<file path="config.mk">
export PLATFORM = sky130hd
export DESIGN_NAME = table_pid_descriptor_scanner_unit
export DESIGN_NICKNAME = d
export VERILOG_FILES = /design/src/hdl/tpds_pkg.sv /design/src/hdl/table_pid_descriptor_scanner_unit.sv
export SDC_FILE = /design/constraint.sdc
export NUM_CORES = 1
export LEC_CHECK = 0
export ABC_CLOCK_PERIOD_IN_PS = 2200
export CAP_MARGIN = 10
export CORE_MARGIN = 5
export CORE_UTILIZATION = 40
export CTS_CLUSTER_DIAMETER = 40
export DETAILED_ROUTE_END_ITERATION = 10
export DONT_BUFFER_PORTS = 1
export MAX_ROUTING_LAYER = met4
export SLEW_MARGIN = 20
export SYNTH_ARGS = -nofsm -noshare
export SYNTH_HDL_FRONTEND = slang
export SYNTH_SLANG_ARGS = --single-unit
</file>
<file path="constraint.sdc">
create_clock -name clk_i -period 2.2 [get_ports clk_i]
set_input_delay 0.11 -clock clk_i [delete_from_list [all_inputs] [get_ports clk_i]]
set_output_delay 0.11 -clock clk_i [all_outputs]
set_load 0.03 [all_outputs]
</file>
<file path="src/hdl/tpds_pkg.sv">
package tpds_pkg;

  typedef enum logic [1:0] {
    KIND_START = 2'd0,
    KIND_BYTE  = 2'd1,
    KIND_END   = 2'd2
  } kind_e;

  typedef enum logic [3:0] {
    PH_TAG  = 4'b0001,
    PH_LEN  = 4'b0010,
    PH_BODY = 4'b0100,
    PH_SKIP = 4'b1000
  } phase_e;

  localparam logic [7:0] TAG_SPECIFIER  = 8'h5f;
  localparam logic [7:0] TAG_TABLE_PIDS = 8'hd1;
  localparam logic [7:0] SPEC_LEN       = 8'd4;
  localparam logic [2:0] SPEC_IDX_FULL  = 3'd4;
  localparam logic [2:0] SPEC_IDX_MAX   = 3'd7;
  localparam logic [2:0] RPT_SUMMARY    = 3'd0;

  localparam logic [7:0] SPEC_BYTES [4] = '{8'h46, 8'h53, 8'h41, 8'h54};

  localparam int unsigned PID_W      = 13;
  localparam int unsigned IN_TDATA_W = 24;
  localparam int unsigned IN_TUSER_W = 3;
  localparam int unsigned OUT_TDATA_W = 16;
  localparam int unsigned OUT_TUSER_W = 3;

endpackage

</file>
<file path="src/hdl/table_pid_descriptor_scanner_unit.sv">
// Channel   | Dir | Signals                           | Contents
// s_axis    | in  | tvalid tready tdata tuser tlast   | one loop byte or scan marker
// m_axis    | out | tvalid tready tdata tuser         | table report or end summary
//
// One input transaction per cycle unless the result stalls; the result register drives m_axis.
// The input register feeds the parse step; the result register holds its output.
// Reset clears the specifier flag, parse state and both valid flags.
// A stalled result holds the parse step; the input register still takes a
// transaction while empty.
module table_pid_descriptor_scanner_unit (
  input  logic                                clk_i,
  input  logic                                rst_ni,
  input  logic                                s_axis_tvalid_i,
  output logic                                s_axis_tready_o,
  // [7:0] data_byte, [20:8] stream_pid, [23:21] zero
  input  logic [tpds_pkg::IN_TDATA_W-1:0]     s_axis_tdata_i,
  // [1:0] kind, [2] loop_first
  input  logic [tpds_pkg::IN_TUSER_W-1:0]     s_axis_tuser_i,
  // loop_last
  input  logic                                s_axis_tlast_i,
  output logic                                m_axis_tvalid_o,
  input  logic                                m_axis_tready_i,
  // [12:0] found_pid, [13] private_match, [15:14] zero
  output logic [tpds_pkg::OUT_TDATA_W-1:0]    m_axis_tdata_o,
  // [2:0] report_kind
  output logic [tpds_pkg::OUT_TUSER_W-1:0]    m_axis_tuser_o
);

  logic                            in_vld_q;
  logic [1:0]                      in_kind_q;
  logic [7:0]                      in_byte_q;
  logic [tpds_pkg::PID_W-1:0]      in_pid_q;
  logic                            in_first_q;
  logic                            in_last_q;

  logic                            flag_q, flag_d;
  tpds_pkg::phase_e                phase_q, phase_d, phase_cur;
  logic [7:0]                      tag_q, tag_d;
  logic [7:0]                      left_q, left_d, left_dec;
  logic [2:0]                      idx_q, idx_d;
  logic                            match_q, match_d;

  logic                            res_vld;
  logic [2:0]                      res_kind;
  logic [tpds_pkg::PID_W-1:0]      res_pid;
  logic                            res_match;
  logic                            reporting;

  logic                            out_vld_q;
  logic [2:0]                      out_kind_q;
  logic [tpds_pkg::PID_W-1:0]      out_pid_q;
  logic                            out_match_q;

  logic                            advance;

  assign advance         = in_vld_q && (!out_vld_q || m_axis_tready_i);
  assign s_axis_tready_o = !in_vld_q || advance;

  always_ff @(posedge clk_i or negedge rst_ni) begin
    if (!rst_ni) begin
      in_vld_q <= 1'b0;
    end else if (s_axis_tready_o) begin
      in_vld_q <= s_axis_tvalid_i;
    end
  end

  always_ff @(posedge clk_i) begin
    if (s_axis_tready_o && s_axis_tvalid_i) begin
      in_kind_q  <= s_axis_tuser_i[1:0];
      in_first_q <= s_axis_tuser_i[2];
      in_byte_q  <= s_axis_tdata_i[7:0];
      in_pid_q   <= s_axis_tdata_i[20:8];
      in_last_q  <= s_axis_tlast_i;
    end
  end

  assign reporting = (tag_q == tpds_pkg::TAG_TABLE_PIDS) && flag_q;
  assign left_dec  = left_q - 8'd1;

  always_comb begin
    flag_d    = flag_q;
    phase_d   = phase_q;
    tag_d     = tag_q;
    left_d    = left_q;
    idx_d     = idx_q;
    match_d   = match_q;
    res_vld   = 1'b0;
    res_kind  = tpds_pkg::RPT_SUMMARY;
    res_pid   = '0;
    res_match = flag_q;
    phase_cur = in_first_q ? tpds_pkg::PH_TAG : phase_q;
    unique case (in_kind_q)
      tpds_pkg::KIND_START: begin
        flag_d  = 1'b0;
        phase_d = tpds_pkg::PH_TAG;
        tag_d   = '0;
        left_d  = '0;
        idx_d   = '0;
        match_d = 1'b1;
      end
      tpds_pkg::KIND_END: begin
        phase_d = tpds_pkg::PH_TAG;
        tag_d   = '0;
        left_d  = '0;
        idx_d   = '0;
        match_d = 1'b1;
        res_vld = 1'b1;
      end
      tpds_pkg::KIND_BYTE: begin
        phase_d = phase_cur;
        unique case (phase_cur)
          tpds_pkg::PH_TAG: begin
            tag_d   = in_byte_q;
            phase_d = tpds_pkg::PH_LEN;
          end
          tpds_pkg::PH_LEN: begin
            if (tag_q == tpds_pkg::TAG_SPECIFIER) begin
              flag_d  = 1'b0;
              match_d = (in_byte_q == tpds_pkg::SPEC_LEN);
              idx_d   = '0;
            end
            if (in_byte_q == 8'd0) begin
              phase_d = reporting ? tpds_pkg::PH_SKIP : tpds_pkg::PH_TAG;
            end else begin
              left_d  = in_byte_q;
              phase_d = tpds_pkg::PH_BODY;
            end
          end
          tpds_pkg::PH_BODY: begin
            if (tag_q == tpds_pkg::TAG_SPECIFIER) begin
              if (!idx_q[2] && in_byte_q != tpds_pkg::SPEC_BYTES[idx_q[1:0]]) begin
                match_d = 1'b0;
              end
              if (idx_q != tpds_pkg::SPEC_IDX_MAX) begin
                idx_d = idx_q + 3'd1;
              end
            end
            if (reporting && in_byte_q[7:3] == 5'd0 && in_byte_q[2:0] != 3'd0) begin
              res_vld  = 1'b1;
              res_kind = in_byte_q[2:0];
              res_pid  = in_pid_q;
            end
            left_d = left_dec;
            if (left_dec == 8'd0) begin
              if (tag_q == tpds_pkg::TAG_SPECIFIER && match_d
                  && idx_d == tpds_pkg::SPEC_IDX_FULL) begin
                flag_d = 1'b1;
              end
              phase_d = reporting ? tpds_pkg::PH_SKIP : tpds_pkg::PH_TAG;
            end
          end
          tpds_pkg::PH_SKIP: begin
          end
          default: begin
          end
        endcase
        if (in_last_q) begin
          phase_d = tpds_pkg::PH_TAG;
          left_d  = '0;
        end
      end
      default: begin
      end
    endcase
  end

  always_ff @(posedge clk_i or negedge rst_ni) begin
    if (!rst_ni) begin
      flag_q  <= 1'b0;
      phase_q <= tpds_pkg::PH_TAG;
      tag_q   <= '0;
      left_q  <= '0;
      idx_q   <= '0;
      match_q <= 1'b1;
    end else if (advance) begin
      flag_q  <= flag_d;
      phase_q <= phase_d;
      tag_q   <= tag_d;
      left_q  <= left_d;
      idx_q   <= idx_d;
      match_q <= match_d;
    end
  end

  always_ff @(posedge clk_i or negedge rst_ni) begin
    if (!rst_ni) begin
      out_vld_q <= 1'b0;
    end else if (advance) begin
      out_vld_q <= res_vld;
    end else if (m_axis_tready_i) begin
      out_vld_q <= 1'b0;
    end
  end

  always_ff @(posedge clk_i) begin
    if (advance) begin
      out_kind_q  <= res_kind;
      out_pid_q   <= res_pid;
      out_match_q <= res_match;
    end
  end

  assign m_axis_tvalid_o = out_vld_q;
  assign m_axis_tdata_o  = {2'b00, out_match_q, out_pid_q};
  assign m_axis_tuser_o  = out_kind_q;

  a_report_flag: assert property (@(posedge clk_i) disable iff (!rst_ni)
    m_axis_tvalid_o && m_axis_tuser_o != tpds_pkg::RPT_SUMMARY |-> m_axis_tdata_o[13])
    else $error("table report without specifier flag");

  a_summary_pid: assert property (@(posedge clk_i) disable iff (!rst_ni)
    m_axis_tvalid_o && m_axis_tuser_o == tpds_pkg::RPT_SUMMARY
    |-> m_axis_tdata_o[12:0] == '0)
    else $error("summary carries a PID");

  a_start_clears: assert property (@(posedge clk_i) disable iff (!rst_ni)
    advance && in_kind_q == tpds_pkg::KIND_START |=> !flag_q && !out_vld_q)
    else $error("scan start left flag or result");

  a_stall_holds: assert property (@(posedge clk_i) disable iff (!rst_ni)
    in_vld_q && out_vld_q && !m_axis_tready_i |=> $stable(flag_q) && $stable(phase_q))
    else $error("parse state moved while result stalled");

endmodule
</file>
==> results of run 1 <==
layout make-up:
class	instances	area [um^2]
Clock buffer	9	123.9
Clock inverter	7	73.82
Tap cell	102	127.6
Timing Repair Buffer	44	410.4
Multi-Input combinational cell	182	1180
Sequential cell	69	1939
Inverter	15	56.30
Fill cell	685	3856
report_power, final:
group | internal, W | switching (W)
Combinational | 0.000124 | 0.000170
Clock | 0.000529 | 0.000504
Sequential | 0.00147 | 0.0000897
Total | 0.00212 | 0.000764
per-stage QoR:
step | utilization, % | instances
after global routing | 50.35 | 428
after CTS | 50.35 | 428
after detailed placement | 44.07 | 384
final | 50.35 | 428
after global placement | 44.07 | 384
after floorplan | - | 275
path summary, 6_finish.rpt:
path	to	cells after the start	startpoint
worst max-delay path	left_q[5]	7	in_kind_q[1]
worst min-delay path	m_axis_tvalid_o	2	m_axis_tready_i
worst max register to register	left_q[5]	7	in_kind_q[1]
worst min register to register	match_q	2	match_q
max in group asynchronous	phase_q[0]	2	rst_ni
min in group asynchronous	left_q[2]	2	rst_ni
logic make-up after synthesis:
| family | Yosys count |
|---|---|
| AND/OR/NAND/NOR | 103 |
| flip-flops | 69 |
| adder cells (fa/ha/maj) | 7 |
| AO/OA/AOI/OAI | 62 |
| other | 1 |
| XOR/XNOR | 4 |
| multiplexers | 4 |
| buffers and inverters | 24 |
registers in the layout (all words and copies together), names as in the netlist, 2 cells and up:
register	cells
tag_q	8
in_kind_q	2
in_pid_q	13
phase_q	4
m_axis_tuser_o	3
out_pid_q	13
in_byte_q	8
left_q	8
idx_q	3
worst reg2reg max path, delay by kind of cell (launching register included):
family | cells | cell delay, ns
compound gates | 2 | 0.39
fa+ha+maj | 1 | 0.28
buf+inv | 2 | 0.30
flops | 1 | 0.42
simple gates | 2 | 0.53
layout by cell type (no fill, tap or decap), drive strengths merged, types with 3 or more instances in the layout:
cell type	Yosys	final
edfxtp	42	42
a22oi	3	3
a31oi	4	4
o221ai	6	6
nor4	4	4
nand3	4	4
clkinv	0	3
dfrtp	25	25
mux2i	4	4
ha	7	7
or3	3	3
nor2	13	13
a21oi	10	10
o21ai	18	18
and2	18	18
buf	3	17
clkbuf	6	9
nand4	4	4
nor3	9	9
nand2b	3	3
o211ai	5	5
inv	15	17
nor2b	4	4
nand2	28	28
dlygate4sd3	0	27
xnor2	3	3
routing by layer:
| metal | GRT usage (%) | vias to the layer above | wire [um] |
|---|---|---|---|
| met5 | - | - | 0 |
| met1 | 18.77 | 1096 | 3161 |
| met4 | 6.933 | 0 | 113 |
| li1 | - | 1106 | - |
| met2 | 24.06 | 59 | 3293 |
| met3 | 3.506 | 14 | 265 |
==> impl_metrics.env, run 1 <==
export IMPL_status="finished, final reports clean"
export IMPL_cts_tree="built"
export IMPL_cp_cell_sequence="inv_1 > ha_1 > nand2b_1 > nor4_1 > o211ai_2 > buf_4 > o221ai_1"
export IMPL_p_leak_nw=1.523
export IMPL_drt_wirelength_per_cell_um=15.96
export IMPL_core_area_um2=7767
export IMPL_yosys_area_share_simple_pct=18.04
export IMPL_synthMuxAreaShare_pct=1.244
export IMPL_drtIter0Drc=98
export IMPL_fin_crit_sh_pct=91.28
export IMPL_powerDensity_nw_per_um2=737.9
export IMPL_htree_levels=3
export IMPL_die_h_um=99.70
export IMPL_max_freq_ghz=0.4980
export IMPL_synth_top_area_cell="edfxtp_1"
export IMPL_synth_ff_type="edfxtp_1"
export IMPL_placed_area_um2=3423
export IMPL_dr_total_vias=2275
export IMPL_crit_buf_inv=2
export IMPL_synthCells=274
export IMPL_grt_pass1_vias=2343
export IMPL_final_nets=360
export IMPL_tightest_slew_ns=0.5323
export IMPL_fin_crit_ns=2.008
export IMPL_synth_top_area_share_pct=39.19
export IMPL_syn2layout_area_growth_pct=21.54
export IMPL_gp_congestion=0.9279
export IMPL_hold_slack_ns=0.03618
export IMPL_numCtsBuffers=9
export IMPL_ys_types=60
export IMPL_overflow=0
export IMPL_cts_resized=0
export IMPL_synth_edf_count=42
export IMPL_antennaDiodeCount=0
export IMPL_maxCapViolations=0
export IMPL_post_cts_buffers=0
export IMPL_worstSetupPathType="flop to flop"
export IMPL_drc=0
export IMPL_clock_tree_buffer_depth=2
export IMPL_fin_ws_ns=0.1918
export IMPL_crit_path_start_kind="flop"
export IMPL_root_buffer="clkbuf_8"
export IMPL_synth_compound_area_share_pct=13.34
export IMPL_synth_top_family_by_area="simple AND/OR/NAND/NOR gates"
export IMPL_cp_max_fo=6
export IMPL_rsz0062_at_grt="no"
export IMPL_die_width_um=99.70
export IMPL_worstSetupEndpointType="flop"
export IMPL_synth_avg_cell_area_um2=11.74
export IMPL_ys_warn_count=0
export IMPL_grt_use_total_pct=15.30
export IMPL_clock_latency_ns=0.34
export IMPL_antenna_found_initial=0
export IMPL_synth_most_common_cell="edfxtp_1"
export IMPL_setup_violations=0
export IMPL_rows=32
export IMPL_grt_max_degree=28
export IMPL_cts_hold_buffers=28
export IMPL_drive_above_1_share_pct=14.11
export IMPL_cp_required_ns=2.45
export IMPL_die_area_um2=9939
export IMPL_crit_arrival_ns=2.26
export IMPL_hpwl_um=4756
export IMPL_crit_slowest_cell="edfxtp_1"
export IMPL_ys_top_cells_by_area="edfxtp_1 39%, dfrtp_1 19%, and2_1 3.5%, nand2_1 3.3%, ha_1 2.7%"
export IMPL_tns_ns=0
export IMPL_critPathTopFamily="simple AND/OR/NAND/NOR gates"
export IMPL_max_stage_delay_ns=0.42
export IMPL_start_util_pct=41.43
export IMPL_slew_violations=0
export IMPL_hold_violations=0
export IMPL_worstHoldPathType="input pin to flop"
export IMPL_final_area_um2=3911
export IMPL_port_buffers=0
export IMPL_ys_seq_elements=69
export IMPL_ys_seq_area_share_pct=60.26
export IMPL_syn_area_um2=3218
export IMPL_relSlewSlack_pct=64.19
export IMPL_finalPower_w=0.002886
export IMPL_regToRegSetupSlack_ns=0.19
export IMPL_synth_xor_area_share_pct=1.089
export IMPL_cts_sinks=69
export IMPL_ir_drop_v=0.0003862
export IMPL_drt_pass1_iter_count=4
export IMPL_io_pins=53
export IMPL_wirelength_um=6833
export IMPL_ant_nets=0
export IMPL_dpl_worst_slack_ns=0.2273
export IMPL_postSynth_asyncResetShare_pct=39.13
export IMPL_avgViaCountPerCell=5.315
export IMPL_grt_pass1_wl_um=11520
export IMPL_synth_top_cells_by_count="42 x edfxtp_1, 28 x nand2_1, 25 x dfrtp_1, 18 x and2_1, 16 x o21ai_0"
export IMPL_clk_pin_slew_worst_paths_ns=0.08
export IMPL_skew_ns=0.006931
export IMPL_synth_adder_area_share_pct=2.722
(Power assumes the default switching activity.)
==> inputs of run 2 (changes only) <==
--- a/config.mk
+++ b/config.mk
@@ -8,10 +8,11 @@
 export ABC_CLOCK_PERIOD_IN_PS = 2200
 export CAP_MARGIN = 10
 export CORE_MARGIN = 5
-export CORE_UTILIZATION = 40
+export CORE_UTILIZATION = 45
 export CTS_CLUSTER_DIAMETER = 40
 export DETAILED_ROUTE_END_ITERATION = 10
 export DONT_BUFFER_PORTS = 1
+export GPL_TIMING_DRIVEN = 0
 export MAX_ROUTING_LAYER = met4
 export SLEW_MARGIN = 20
 export SYNTH_ARGS = -nofsm -noshare
==> impl_metrics.env, run 2 (synthesis results as in run 1) <==
export IMPL_status="finished, final reports clean"
export IMPL_antenna_found_initial=0
export IMPL_htree_levels=3
export IMPL_worst_path_stages=7
export IMPL_ir_drop_v=0.0004283
export IMPL_hold_slack_ns=0.1921
export IMPL_final_nets=356
export IMPL_cts_tree="built"
export IMPL_crit_slowest_cell="nor3_1"
export IMPL_crit_arrival_ns=2.33
export IMPL_fin_crit_sh_pct=94.16
export IMPL_intPower_w=0.002150
export IMPL_p_sw_share_pct=26.46
export IMPL_skew_ns=0.006265
export IMPL_worstSetupEndpointType="flop"
export IMPL_regToRegEndpoint="phase_q[3]"
export IMPL_hpwl_um=4604
export IMPL_grt_max_degree=28
export IMPL_worstSetupStartpoint="left_q[0]"
export IMPL_crit_buf_inv=1
export IMPL_r2r_start="left_q[0]"
export IMPL_drt_wirelength_per_cell_um=16.20
export IMPL_setup_violations=0
export IMPL_rsz0062_at_grt="no"
export IMPL_max_freq_ghz=0.4827
export IMPL_cts_sinks=69
export IMPL_drive_above_1_share_pct=13.66
export IMPL_overflow=0
export IMPL_p_leak_nw=1.486
export IMPL_cp_max_fo=4
export IMPL_final_common_cell="edfxtp_1"
export IMPL_crit_path_start_kind="flop"
export IMPL_dpl_worst_slack_ns=-0.2372
export IMPL_hold_violations=0
export IMPL_fin_ws_ns=0.1284
export IMPL_drtIter0Drc=116
export IMPL_start_util_pct=46.85
export IMPL_die_width_um=94.57
export IMPL_worstHoldPathType="input pin to async pin"
export IMPL_antennaDiodeCount=0
export IMPL_rows=30
export IMPL_avgViaCountPerCell=5.426
export IMPL_placed_area_um2=3356
export IMPL_dr_total_vias=2268
export IMPL_worstSetupPathType="flop to flop"
export IMPL_cp_cell_sequence="inv_1 > ha_1 > xnor2_1 > nand4_1 > nor3_1 > a21oi_1 > o31ai_1"
export IMPL_wirelength_um=6772
export IMPL_grt_use_total_pct=16.65
export IMPL_die_area_um2=8943
export IMPL_numCtsBuffers=9
export IMPL_regToRegSetupSlack_ns=0.13
export IMPL_root_buffer="clkbuf_8"
export IMPL_clock_latency_ns=0.35
export IMPL_grt_pass1_wl_um=10750
export IMPL_drc=0
export IMPL_combPwrFrac_pct=9.8
export IMPL_maxCapViolations=0
export IMPL_tightest_slew_ns=0.6178
export IMPL_fill_cells=557
export IMPL_core_area_um2=6869
export IMPL_grt_pass1_vias=2178
export IMPL_drt_pass1_iter_count=4
export IMPL_cp_required_ns=2.46
export IMPL_clock_tree_buffer_depth=2
export IMPL_io_pins=53
export IMPL_syn2layout_area_growth_pct=21.11
export IMPL_port_buffers=0
export IMPL_p_seq_share_pct=53.5
export IMPL_max_stage_delay_ns=0.52
export IMPL_reg2regPathDepth=7
export IMPL_fin_crit_ns=2.072
export IMPL_p_clk_share_pct=36.7
export IMPL_clk_pin_slew_worst_paths_ns=0.08
export IMPL_final_cell_mix="42 x edfxtp_1, 28 x nand2_1, 28 x dlygate4sd3_1"
export IMPL_power_switching_w=0.0007737
export IMPL_slew_violations=0
export IMPL_top_regs="in_pid_q (13), out_pid_q (13)"
export IMPL_powerDensity_nw_per_um2=750.1
export IMPL_final_area_um2=3897
export IMPL_critPathTopFamily="simple AND/OR/NAND/NOR gates"
export IMPL_ant_nets=0
export IMPL_relSlewSlack_pct=58.81
export IMPL_gp_congestion=0.8830
export IMPL_die_h_um=94.57
-- run 2: cell count changes in the layout (fill, tap and decap cells not counted), sizes merged --
cell         before  now
buf              17    6
clkinvlp          1    3
dlygate4sd3      27   28
clkinv            3    0
clkbuf            9   16
-- run 2: metrics by stage --
stage,util (%),TNS (ns),power [W],std cells
finish,56.74,0,0.002924,418
global route,56.74,0,0.003070,418
CTS,56.39,0,0.002950,417
detailed placement,48.85,-6.076,0.001818,372
global placement,48.65,-8.361,0.001809,371
floorplan,-,0,0.001748,275
-- run 2: per-layer routing --
metal / global-route usage, % / up-vias / wire length (um)
met4: 4.928 / 0 / 117
met2: 25.00 / 81 / 3203
met3: 5.896 / 17 / 391
met5: - / - / 0
met1: 21.36 / 1069 / 3060
li1: - / 1101 / -
-- run 2: power groups by stage --
stage / Clock (W) / Combinational (W) / Sequential (W)
after floorplan: 0 / 0.000178 / 0.00157
after global routing: 0.00118 / 0.000320 / 0.00157
after CTS: 0.00111 / 0.000282 / 0.00156
final: 0.00107 / 0.000286 / 0.00156
after global placement: 0 / 0.000218 / 0.00159
after detailed placement: 0 / 0.000227 / 0.00159
-- run 2: what timing repair did --
| item | CTS | global route |
|---|---|---|
| setup endpoints to repair | 36 | 34 |
| hold buffers | 28 | 1 |
| pin swaps | 1 | 0 |
| buffers inserted | 1 | 0 |
| endpoints found under the hold margin | 53 | 1 |
| gates resized for setup | 3 | 4 |
-- run 2: area by class of cell --
type	count	area (um^2)	area share [%]
Sequential cell	69	1939	49.76
Multi-Input combinational cell	182	1209	31.01
Timing Repair Buffer	31	319.1	8.186
Clock buffer	10	137.6	3.531
Tap cell	96	120.1	3.082
Clock inverter	6	70.07	1.798
Inverter	15	56.30	1.445
Buffer	9	46.29	1.188
-- run 2: worst max-delay path by stage --
| stage | endpoint |
|---|---|
| floorplan | flag_q |
| global placement | flag_q |
| detailed placement | in_pid_q[10] |
| CTS | in_byte_q[3] |
| global route | phase_q[3] |
| finish | phase_q[3] |
-- run 2: worst register-to-register path: cells and delay by family, from the launching register on --
kind                     cells  cell delay, ns
AND/OR/NAND/NOR              2            0.63
AO/OA/AOI/OAI                2            0.45
flip-flops                   1            0.41
adder cells (fa/ha/maj)      1            0.23
buffers and inverters        1            0.13
XOR/XNOR                     1            0.13
==> inputs of run 3 (changes only) <==
--- a/config.mk
+++ b/config.mk
@@ -12,6 +12,7 @@
 export CTS_CLUSTER_DIAMETER = 40
 export DETAILED_ROUTE_END_ITERATION = 10
 export DONT_BUFFER_PORTS = 1
+export GPL_ROUTABILITY_DRIVEN = 1
 export GPL_TIMING_DRIVEN = 0
 export MAX_ROUTING_LAYER = met4
 export SLEW_MARGIN = 20
==> constraint.sdc (replaced) <==
create_clock -name clk_i -period 2.2 [get_ports clk_i]
set_input_delay 0.11 -clock clk_i [delete_from_list [all_inputs] [get_ports clk_i]]
set_output_delay 0.11 -clock clk_i [all_outputs]
set_load 0.1 [all_outputs]
==> impl_metrics.env, run 3 (synthesis results as in run 1) <==
export IMPL_status="finished, final reports clean"
export IMPL_grt_max_degree=28
export IMPL_fin_ws_ns=0.1027
export IMPL_powerDensity_nw_per_um2=767.5
export IMPL_clock_tree_buffer_depth=2
export IMPL_final_common_cell="edfxtp_1"
export IMPL_maxCapViolations=0
export IMPL_final_nets=355
export IMPL_clk_pin_slew_worst_paths_ns=0.08
export IMPL_grt_use_total_pct=16.48
export IMPL_dr_total_vias=2186
export IMPL_crit_path_start_kind="flop"
export IMPL_ir_drop_v=0.0003832
export IMPL_cts_tree="built"
export IMPL_regToRegSetupSlack_ns=0.10
export IMPL_crit_arrival_ns=2.08
export IMPL_worstSetupStartpoint="m_axis_tvalid_o"
export IMPL_setup_violations=0
export IMPL_fin_crit_sh_pct=95.33
export IMPL_port_buffers=0
export IMPL_final_area_um2=3890
export IMPL_skew_ns=0.006736
export IMPL_tightest_slew_ns=0.9183
export IMPL_dp_cells=371
export IMPL_numCtsBuffers=9
export IMPL_placed_area_um2=3354
export IMPL_die_area_um2=8943
export IMPL_finalPower_w=0.002986
export IMPL_hold_slack_ns=0.1901
export IMPL_syn2layout_area_growth_pct=20.88
export IMPL_worstSetupEndpointType="flop"
export IMPL_regToRegEndpoint="in_byte_q[3]"
export IMPL_dpl_worst_slack_ns=-0.1622
export IMPL_grt_pass1_wl_um=10630
export IMPL_p_leak_nw=1.484
export IMPL_reg2regPathDepth=3
export IMPL_top_regs="in_pid_q (13), out_pid_q (13)"
export IMPL_root_buffer="clkbuf_8"
export IMPL_hpwl_um=4509
export IMPL_max_freq_ghz=0.4768
export IMPL_die_width_um=94.57
export IMPL_gp_congestion=0.8571
export IMPL_drt_wirelength_per_cell_um=15.84
export IMPL_drt_pass1_iter_count=4
export IMPL_avgViaCountPerCell=5.242
export IMPL_antennaDiodeCount=0
export IMPL_overflow=0
export IMPL_rsz0062_at_grt="no"
export IMPL_worstSetupPathType="flop to flop"
export IMPL_wirelength_um=6604
export IMPL_drc=0
export IMPL_die_h_um=94.57
export IMPL_core_area_um2=6869
export IMPL_clock_latency_ns=0.34
export IMPL_antenna_found_initial=0
export IMPL_htree_levels=3
export IMPL_ant_nets=0
export IMPL_io_pins=53
export IMPL_drive_above_1_share_pct=13.40
export IMPL_grt_pass1_vias=2144
export IMPL_final_cell_mix="42 x edfxtp_1, 28 x dlygate4sd3_1, 27 x nand2_1"
export IMPL_hold_violations=0
export IMPL_cp_required_ns=2.18
export IMPL_cts_sinks=69
export IMPL_final_cells=417
export IMPL_relSlewSlack_pct=38.91
export IMPL_rows=30
export IMPL_slew_violations=0
export IMPL_start_util_pct=46.85
export IMPL_drtIter0Drc=132
export IMPL_crit_end="in_byte_q[3]"
export IMPL_r2r_start="m_axis_tvalid_o"
export IMPL_cp_max_fo=25
export IMPL_worstHoldPathType="input pin to async pin"
export IMPL_fin_crit_ns=2.097
==> run 3: through the flow <==
stage / setup TNS, ns / util, %
6_report: 0 / 56.63
2_1_floorplan: 0 / -
3_3_place_gp: -4.708 / 48.83
4_1_cts: 0 / 56.43
3_5_place_dp: -4.820 / 48.83
5_1_grt: 0 / 56.63
==> run 3: worst max-delay path, stage by stage (launching register included) <==
cell     delay, ns
dfrtp_4       0.63
nor2b_4       0.22
nand2_4       0.26
and2_2        0.62
==> run 3: how the worst min path moves through the flow <==
stage                            to  slack, ns  cells after the start
after floorplan              flag_q      -0.19                      0
after global placement    left_q[6]      -0.18                      0
after detailed placement  left_q[7]      -0.18                      0
after CTS                 left_q[6]       0.18                      2
after global routing      left_q[2]       0.19                      2
final                     left_q[4]       0.19                      2
==> run 3: power breakdown <==
group	leakage (nW)	internal (W)	switching [W]
combinational	0.615	0.000119	0.000184
sequential	0.780	0.00147	0.000190
clock	0.0895	0.000524	0.000498
total	1.48	0.00211	0.000872
==> run 3: layout make-up <==
cell class	count	area [um^2]
plain buffers	9	47.55
clock buffers	9	123.9
clock inverters	7	73.82
fillers	591	2979
inverters	15	56.30
multi-input cells	182	1217
flip-flops and latches	69	1943
well taps	96	120.1
repair buffers	30	307.8
==> run 3: repair_timing <==
item,CTS,global route
pin swaps,1,0
gates resized for setup,4,5
endpoints found under the hold margin,54,0
hold buffers,29,0
setup endpoints to repair,46,35
buffers inserted,1,0
==> run 3: per-layer routing <==
metal	wire [um]	global-route usage [%]	vias up
met2	3207	25.65	44
met1	3067	20.69	1033
li1	-	-	1097
met4	131	7.692	0
met5	0	-	-
met3	197	3.426	12
